## src/rtl/core/tpd_pkg.sv

```systemverilog
// tpd_pkg: shared types and constants for the touch press detector
// register index codes, reset values and the configuration bundle
// no dependencies
package tpd_pkg;

  localparam int CFG_IDX_BITS  = 3;
  localparam int CFG_DATA_BITS = 16;

  // register index codes
  localparam logic [CFG_IDX_BITS-1:0] REG_ALPHA       = 3'd0;
  localparam logic [CFG_IDX_BITS-1:0] REG_PRESS_RATIO = 3'd1;
  localparam logic [CFG_IDX_BITS-1:0] REG_DEBOUNCE    = 3'd2;
  localparam logic [CFG_IDX_BITS-1:0] REG_GLITCH_NEAR = 3'd3;
  localparam logic [CFG_IDX_BITS-1:0] REG_GLITCH_FAR  = 3'd4;

  // register reset values
  localparam logic [15:0] ALPHA_RST       = 16'd62259;
  localparam logic [15:0] PRESS_RATIO_RST = 16'd58982;
  localparam logic [15:0] DEBOUNCE_RST    = 16'd50;
  localparam logic [15:0] GLITCH_NEAR_RST = 16'd5;
  localparam logic [15:0] GLITCH_FAR_RST  = 16'd3;

  typedef struct packed {
    logic [15:0] smoothing_alpha_q16;
    logic [15:0] press_ratio_q16;
    logic [15:0] debounce_ms;
    logic [15:0] glitch_near;
    logic [15:0] glitch_far;
  } tpd_cfg_t;

  // raw press status from the filter to the debounce stage
  typedef struct packed {
    logic raw;
    logic raw_changed;
  } tpd_raw_t;

endpackage

```

## src/rtl/core/tpd_filter.sv

```systemverilog
// tpd_filter: glitch repair, sample history, baseline tracking and raw press compare
// state advances once per processed sample request
// depends on tpd_pkg
module tpd_filter #(
  parameter int SAMPLE_BITS = 16,
  parameter int FRAC_BITS   = 16
) (
  input  logic                   clk,
  input  logic                   rst_n,
  input  logic                   step_en,
  input  logic [SAMPLE_BITS-1:0] sample,
  input  tpd_pkg::tpd_cfg_t      cfg,
  output tpd_pkg::tpd_raw_t      raw_o
);
  import tpd_pkg::*;

  localparam int PROD_BITS = SAMPLE_BITS + FRAC_BITS + 16;

  logic [SAMPLE_BITS-1:0] hist_middle_r, hist_middle_nxt;
  logic [SAMPLE_BITS-1:0] hist_oldest_r, hist_oldest_nxt;
  logic [31:0]            baseline_r, baseline_nxt;
  logic                   raw_prev_r;

  logic [SAMPLE_BITS-1:0] diff_new_old, diff_mid_old, middle_fix;
  logic                   glitch;
  logic [31:0]            oldest_fix;
  logic signed [32:0]     base_delta;
  logic signed [16:0]     alpha_s;
  logic signed [49:0]     delta_prod;
  logic [49:0]            acc;
  logic [47:0]            thresh;
  logic [PROD_BITS-1:0]   sample_fix;
  logic                   raw;

  // glitch repair of the middle entry
  always_comb begin
    diff_new_old = (hist_oldest_r > sample) ? hist_oldest_r - sample : sample - hist_oldest_r;
    diff_mid_old = (hist_middle_r > hist_oldest_r) ? hist_middle_r - hist_oldest_r
                                                   : hist_oldest_r - hist_middle_r;
    glitch = (16'(diff_new_old) < cfg.glitch_near) && (16'(diff_mid_old) > cfg.glitch_far);
    middle_fix = glitch ? hist_oldest_r : hist_middle_r;
  end

  // baseline update: old*a + new*(1-a) written as new + (old-new)*a
  always_comb begin
    oldest_fix = 32'(hist_oldest_r) << FRAC_BITS;
    base_delta = $signed({1'b0, baseline_r}) - $signed({1'b0, oldest_fix});
    alpha_s    = $signed({1'b0, cfg.smoothing_alpha_q16});
    delta_prod = base_delta * alpha_s;
    acc        = delta_prod + {2'b00, oldest_fix, 16'h0000} + 50'h8000;
  end

  // raw press against the baseline before this step
  always_comb begin
    thresh     = baseline_r * cfg.press_ratio_q16;
    sample_fix = PROD_BITS'(sample) << (FRAC_BITS + 16);
    raw        = 48'(sample_fix) < thresh;
  end

  // baseline and oldest history entry freeze while pressed; the middle entry only takes its glitch repair
  always_comb begin
    if (!raw_prev_r) begin
      baseline_nxt    = acc[47:16];
      hist_oldest_nxt = middle_fix;
      hist_middle_nxt = sample;
    end else begin
      baseline_nxt    = baseline_r;
      hist_oldest_nxt = hist_oldest_r;
      hist_middle_nxt = middle_fix;
    end
  end

  always_ff @(posedge clk) begin
    if (!rst_n) begin
      hist_middle_r <= '0;
      hist_oldest_r <= '0;
      baseline_r    <= '0;
      raw_prev_r    <= 1'b0;
    end else if (step_en) begin
      hist_middle_r <= hist_middle_nxt;
      hist_oldest_r <= hist_oldest_nxt;
      baseline_r    <= baseline_nxt;
      raw_prev_r    <= raw;
    end
  end

  assign raw_o.raw         = raw;
  assign raw_o.raw_changed = raw != raw_prev_r;

endmodule

```

## src/rtl/core/tpd_debounce.sv

```systemverilog
// tpd_debounce: holds the debounced state and the time of the last raw change
// flags a result when the debounced state flips
// depends on tpd_pkg
module tpd_debounce (
  input  logic              clk,
  input  logic              rst_n,
  input  logic              step_en,
  input  logic [31:0]       now_ms,
  input  logic [15:0]       debounce_ms,
  input  tpd_pkg::tpd_raw_t raw_i,
  output logic              emit,
  output logic              pressed
);
  import tpd_pkg::*;

  logic        debounced_r;
  logic [31:0] last_change_r;
  logic [31:0] elapsed;

  // wrapping elapsed time, zero when the raw state just changed
  always_comb begin
    elapsed = raw_i.raw_changed ? 32'd0 : now_ms - last_change_r;
    emit    = (elapsed > {16'd0, debounce_ms}) && (raw_i.raw != debounced_r);
    pressed = raw_i.raw;
  end

  always_ff @(posedge clk) begin
    if (!rst_n) begin
      debounced_r   <= 1'b0;
      last_change_r <= '0;
    end else if (step_en) begin
      if (raw_i.raw_changed) begin
        last_change_r <= now_ms;
      end
      if (emit) begin
        debounced_r <= raw_i.raw;
      end
    end
  end

endmodule

```

## src/rtl/core/touch_press_detector.sv

```systemverilog
// touch_press_detector: top level with configuration registers, input stage and result register
// instantiates tpd_filter and tpd_debounce; depends on tpd_pkg
//
// Takes one touch sample request per clock while the result side keeps up, and returns a
// request on the result channel only when the debounced press state flips. A sample is
// registered on acceptance and processed once the result register is free or being
// emptied; its result, if any, is loaded into the result register, which drives out_valid,
// at the end of the cycle in which it is processed. Sustained rate is one sample per cycle
// while the result side takes what it is given; it is set by the baseline update, one
// multiply and add that feeds the baseline register back for each processed sample. While
// a result is held with out_ready low, the sample in the input register waits, whether or
// not it causes a result of its own. The input then stays ready only while that register
// is empty. Configuration is written through cfg_we, cfg_index and cfg_wdata; the user
// must write it only while no sample is in flight, as the block itself leaves this to them.
module touch_press_detector #(
  parameter int SAMPLE_BITS = 16,
  parameter int FRAC_BITS   = 16
) (
  input  logic                               clk,
  input  logic                               rst_n,
  input  logic                               in_valid,
  output logic                               in_ready,
  input  logic [15:0]                        in_sample,
  input  logic [31:0]                        in_now_ms,
  output logic                               out_valid,
  input  logic                               out_ready,
  output logic                               out_pressed,
  input  logic                               cfg_we,
  input  logic [tpd_pkg::CFG_IDX_BITS-1:0]   cfg_index,
  input  logic [tpd_pkg::CFG_DATA_BITS-1:0]  cfg_wdata
);
  import tpd_pkg::*;

  tpd_cfg_t               cfg_r;
  logic                   s_valid_r;
  logic [SAMPLE_BITS-1:0] s_sample_r;
  logic [31:0]            s_now_r;
  logic                   out_valid_r;
  logic                   out_pressed_r;
  logic                   fire;
  logic                   emit;
  logic                   pressed;
  tpd_raw_t               raw_st;

  // configuration registers
  always_ff @(posedge clk) begin
    if (!rst_n) begin
      cfg_r.smoothing_alpha_q16 <= ALPHA_RST;
      cfg_r.press_ratio_q16     <= PRESS_RATIO_RST;
      cfg_r.debounce_ms         <= DEBOUNCE_RST;
      cfg_r.glitch_near         <= GLITCH_NEAR_RST;
      cfg_r.glitch_far          <= GLITCH_FAR_RST;
    end else if (cfg_we) begin
      case (cfg_index)
        REG_ALPHA:       cfg_r.smoothing_alpha_q16 <= cfg_wdata;
        REG_PRESS_RATIO: cfg_r.press_ratio_q16     <= cfg_wdata;
        REG_DEBOUNCE:    cfg_r.debounce_ms         <= cfg_wdata;
        REG_GLITCH_NEAR: cfg_r.glitch_near         <= cfg_wdata;
        REG_GLITCH_FAR:  cfg_r.glitch_far          <= cfg_wdata;
        default:         ;
      endcase
    end
  end

  // stage advances when its result slot is free or being emptied
  assign fire     = s_valid_r && (!out_valid_r || out_ready);
  assign in_ready = !s_valid_r || fire;

  // input stage
  always_ff @(posedge clk) begin
    if (!rst_n) begin
      s_valid_r <= 1'b0;
    end else if (in_ready) begin
      s_valid_r <= in_valid;
    end
  end

  always_ff @(posedge clk) begin
    if (in_valid && in_ready) begin
      s_sample_r <= in_sample[SAMPLE_BITS-1:0];
      s_now_r    <= in_now_ms;
    end
  end

  tpd_filter #(
    .SAMPLE_BITS (SAMPLE_BITS),
    .FRAC_BITS   (FRAC_BITS)
  ) u_filter (
    .clk     (clk),
    .rst_n   (rst_n),
    .step_en (fire),
    .sample  (s_sample_r),
    .cfg     (cfg_r),
    .raw_o   (raw_st)
  );

  tpd_debounce u_debounce (
    .clk         (clk),
    .rst_n       (rst_n),
    .step_en     (fire),
    .now_ms      (s_now_r),
    .debounce_ms (cfg_r.debounce_ms),
    .raw_i       (raw_st),
    .emit        (emit),
    .pressed     (pressed)
  );

  // result register
  always_ff @(posedge clk) begin
    if (!rst_n) begin
      out_valid_r <= 1'b0;
    end else if (fire && emit) begin
      out_valid_r <= 1'b1;
    end else if (out_ready) begin
      out_valid_r <= 1'b0;
    end
  end

  always_ff @(posedge clk) begin
    if (fire && emit) begin
      out_pressed_r <= pressed;
    end
  end

  assign out_valid   = out_valid_r;
  assign out_pressed = out_pressed_r;

endmodule
```

## config.mk

```make
export PLATFORM = sky130hd
export DESIGN_NAME = touch_press_detector
export DESIGN_NICKNAME = d
export VERILOG_FILES = /design/src/rtl/core/tpd_pkg.sv /design/src/rtl/core/tpd_filter.sv /design/src/rtl/core/tpd_debounce.sv /design/src/rtl/core/touch_press_detector.sv
export SDC_FILE = /design/constraint.sdc
export NUM_CORES = 2
export LEC_CHECK = 0
export BUFFER_PORTS_ARGS = -buffer_cell sky130_fd_sc_hd__buf_2
export CAP_MARGIN = 10
export CORE_UTILIZATION = 46
export CTS_CLUSTER_SIZE = 28
export DETAILED_ROUTE_END_ITERATION = 7
export GPL_TIMING_DRIVEN = 1
export SLEW_MARGIN = 40
export SYNTH_ARGS = -nofsm -noshare
export SYNTH_HDL_FRONTEND = slang
export SYNTH_HIERARCHICAL = 1
export SYNTH_SLANG_ARGS = --single-unit
```

## constraint.sdc

```tcl
create_clock -name clk -period 12.25 [get_ports clk]
set_clock_uncertainty 0.15 [all_clocks]
set_input_delay 2.45 -clock clk [delete_from_list [all_inputs] [get_ports clk]]
set_output_delay 2.45 -clock clk [all_outputs]
set_load 0.01 [all_outputs]
```

; ---- Word-level counts from Yosys, hierarchy flattened
; Index checks and enable logic that the tools add are counted.
[totals]
reg_bits = 229
out_inout_bits = 3
[op_classes]
mul = 2
n_bitwise = 1
addsub = 8
eq_ne = 6
n_lt_le_gt_ge = 6
muxes = 7
n_reduce_logical = 19
[op_table]
columns = op, n
row1 = $mux W16, 4
row2 = $sub A16 B16 Y16, 4
row3 = $add A48 B16 Y48 const B, 1
row4 = $add A48 B48 Y48, 1
row5 = $gt A16 B16 Y1, 3
row6 = $lt A48 B48 Y1, 1
row7 = $mul A32 B16 Y48, 1
row8 = $mul A33 B17 Y48, 1
row9 = $sub A32 B32 Y33, 1
row10 = $gt A32 B16 Y1, 1
row11 = $mux W32, 1
row12 = $sub A32 B32 Y32, 1
row13 = $lt A16 B16 Y1, 1
row14 = $reduce_and A2 Y1, 8
row15 = $eq A3 B2 Y1 const B, 2
row16 = $logic_and A1 B1 Y1, 5
row17 = $eq A3 B1 Y1 const B, 1
row18 = $eq A3 B3 Y1 const B, 1
row19 = $logic_not A3 Y1, 1
row20 = $logic_not A1 Y1, 2
row21 = $logic_or A1 B1 Y1, 2
row22 = $mux W1, 2
row23 = $ne A1 B1 Y1, 2
row24 = $reduce_bool A2 Y1, 1
row25 = $not A1 Y1, 1

; ---- Depth between registers and ports, before layout
[logic_depth]
ltp_word = 8
ltp_mapped = 51

; ---- By module
; Netlist, hierarchy kept.
[by_module_without_submodules]
columns = module, area_each_um2, cells_per_inst, instances, seq_area_each_um2
row1 = tpd_filter, 41603.7, 4835, 1, 1301.2
row2 = touch_press_detector, 4692.0, 361, 1, 3113.0
row3 = tpd_debounce, 3993.8, 557, 1, 660.6

; ---- Worst setup path after synthesis
; Ideal clock, no wire load.
[synth_path]
kind = register -> register
startpoint = register cfg_r[55] (netlist bit)
endpoint = register u_debounce.debounced_r
period_less_slack_ns = 10.703
t_arrival_ns = 10.491
path_stages_with_launch = 50
path_slack_ns = 1.547
setup_time_ns = 0.062
required_ns = 12.038
cell_sequence = dfxtp_1 > clkbuf_1 > nand2_1 > fa_1 > inv_1 > fa_1 > inv_1 > fa_1 > inv_1 > fa_1 > fa_1 > inv_1 > fa_1 > inv_1 > ha_1 > buf_2 > and2_1 > a221oi_4 > (+14 left out) > o2111ai_1 > nor4_1 > and4_1 > a21oi_1 > xor2_1 > clkbuf_1 > buf_1 > nor2_1 > ha_1 > a21o_1 > a21o_1 > a21oi_1 > nor2b_1 > o21ai_0 > nand3_1 > nand2_1 > or4b_1 > nand3_1
[synth_lines]
columns = item, line_no
row1 = "start, declared", touch_press_detector.sv:34  ; tpd_cfg_t cfg_r;
row2 = "end signal, assigned", tpd_debounce.sv:36  ; debounced_r <= raw_i.raw;
row3 = "end, declared", tpd_debounce.sv:16  ; logic debounced_r;

==> metrics <==
outcome=finished clean; Max H-tree Level=1; GR peak layer=met2; synthesis warning total=6; global route total overflow=0; max cap viols=0; die area=111000 um^2; number of global-route vias before repair=39800; TritonCTS buffer count=27; R2R depth=45; RSZ-0062 raised after global routing=false; Min-Delay Startpoint=cfg_r[46]; Critical Path End Type=register; Tcrit/Tclk final=95.1%; post-synth cell types=106; post-CTS setup buffer count=0; Slew Viols, Final=0; syn nets=7194; Initial Utilization=46.7%; placed instance area=52200 um^2; DRT Wirelength=139000 um; clk_lat worst skew=600 ps; die height=333 um; Async SR Flop Fraction=0%; fin area=53200 um^2; #FFs+latches synth=229; CTS tree=yes; CP max FO=20; Slew headroom=41.5%; DR vias/cell=5.35; Synth area leaders=fa_1, ha_1, inv_1, dfxtp_1, nand2_1; top_reg_cell synth=dfxtp_1; final hold vios=0; gpl congestion=0.895; startpoint types=register; clock slew at reported path FFs=70 ps; Avg Inst Size Synth=8.74 um^2; Final Util=49.5%; GRT met2 Usage=43.3%; met3 Resource Use GR=5.11%; global-route wire length before repair=223000 um; capturing point of the worst reg2reg path=u_debounce/debounced_r; Reg area=5100 um^2; CP required=12630 ps; DRT Pass-1 Iters=5; reg-to-reg critical path startpoint=u_filter/baseline_r[15]; flop-to-flop setup slack=600 ps; die width=333 um; Routed Antenna Nets=0; Nets=7116; crit path kind=register to register; area delta synth->final=5.86%; crit-path most repeated cell=fa_1; EDFF count, synth=49; fillcell total=10400; via count=38000; initial antenna violation count=6; mapped cell area=50300 um^2; Core Region=108000 um^2; area leader, netlist=fa_1; Worst Hold Path Cells=2; row count=120; top cell type's share of synthesized area=37.3%; pin count of the biggest net entering global routing=65; area of the multi-input gates=39900 um^2; actual slew at the worst max-slew pin=856 ps; Worst Hold End=cfg_r[46]; Final setup viols=0; CP max stage cell=dfxtp_1; Clock Sinks=229; Max Fclk=85.8 MHz; DR iter-0 viols=2568; clk root buf=clkbuf_16; clk buf depth=3; layout cells sized above 1=5.53%; I/O pin cnt=75; grt met1 use=33.5%; Period minus WS final=11650 ps; slowest cell delay on critical path=730 ps; drt wl/cell=19.6 um; Synth Instances=5753; Hold WS=311 ps; placed wire-length estimate=111000 um; DRC violations left=0; PortBufs=74; most common cell after layout, fill and taps aside=inv_1; final setup TNS=0 ps; Total GRT Usage=25.7%; data arrival time of the critical path=12030 ps; most frequent cells in the layout=inv_1, fa_1, nand2_1, and2_1, ha_1; HP Class=register to register; Seq/Total Area, Yosys=10.1%
## how the worst max path moves through the flow
stage / startpoint / endpoint / slack (ps) / cells past startpoint
5_1_grt: cfg_r[49] / u_debounce/debounced_r / 6 / 46
3_3_place_gp: cfg_r[52] / u_debounce/debounced_r / 600 / 46
6_report: u_filter/baseline_r[15] / u_debounce/debounced_r / 600 / 45
2_1_floorplan: cfg_r[55] / u_debounce/debounced_r / 1550 / 49
3_5_place_dp: u_filter/baseline_r[16] / u_debounce/debounced_r / 600 / 44
4_1_cts: cfg_r[58] / u_debounce/debounced_r / 540 / 45
## Yosys cell counts, drive strengths merged, types with 76 or more instances
master  instances
xnor2          76
nor2b          78
clkbuf        263
nand2         913
mux2i         105
ha            431
nor2          118
inv          1130
o21ai         129
a21o           88
and2          438
dfxtp         180
fa            938
a21oi         216
## area by class of cell
cell class	count	area share, %
clock buffers	31	1.37
well taps	1403	3.30
inverters	1130	7.97
diodes	1	0.00470
flip-flops and latches	229	9.58
repair buffers	187	2.36
clock inverters	19	0.496
multi-input cells	4100	74.9
## what timing repair did
action,CTS,global route
gates resized for setup,0,25
endpoints found under the setup margin,0,3
hold buffers,0,0
## stage by stage
| step | cells | worst slack (ps) |
|---|---|---|
| after detailed placement | 7049 | 597 |
| after CTS | 7099 | 537 |
| after global routing | 7099 | 5.77 |
| after floorplan | 5753 | 1550 |
| after global placement | 7048 | 596 |
| final | 7100 | 597 |
## registers in the layout (all words and copies together) (netlist names), 16 cells and up
| signal | count |
|---|---|
| u_debounce/last_change_r | 32 |
| u_filter/hist_middle_r | 16 |
| u_filter/hist_oldest_r | 16 |
| s_now_r | 32 |
| s_sample_r | 16 |
| u_filter/baseline_r | 32 |
| cfg_r | 80 |
## kinds of logic (layout without fill, tap and decap cells)
logic type,count (synthesis),after routing,share of synthesized area (%)
XOR/XNOR,134,134,2.36
adder cells (fa/ha/maj),1369,1369,48.1
AND/OR/NAND/NOR,1773,1773,17.0
other,0,1,0
flip-flops,229,229,10.1
AO/OA/AOI/OAI,715,715,9.50
multiplexers,109,109,2.18
buffers and inverters,1424,1367,10.8
## layer usage
layer / vias to the layer above / wire length, um / part of all wire [%]
li1: 17600 / - / -
met1: 19100 / 59400 / 43
met2: 1022 / 65800 / 47
met3: 230 / 9350 / 6.7
met4: 10 / 4150 / 3.0
met5: - / 176 / 0.13
## worst max-delay path, delay by kind of cell, from the launching register on
| family | cells | cell delay, ps |
|---|---|---|
| adders and majority gates | 9 | 3990 |
| AOI/OAI and AO/OA | 16 | 3550 |
| DFF | 1 | 730 |
| and+or+nand+nor | 14 | 2470 |
| buffers and inverters | 4 | 360 |
| xor gates and xnor gates | 2 | 320 |
Power is not shown: default switching activity piles up to over one toggle a cycle in this logic, so the estimate is an artifact.
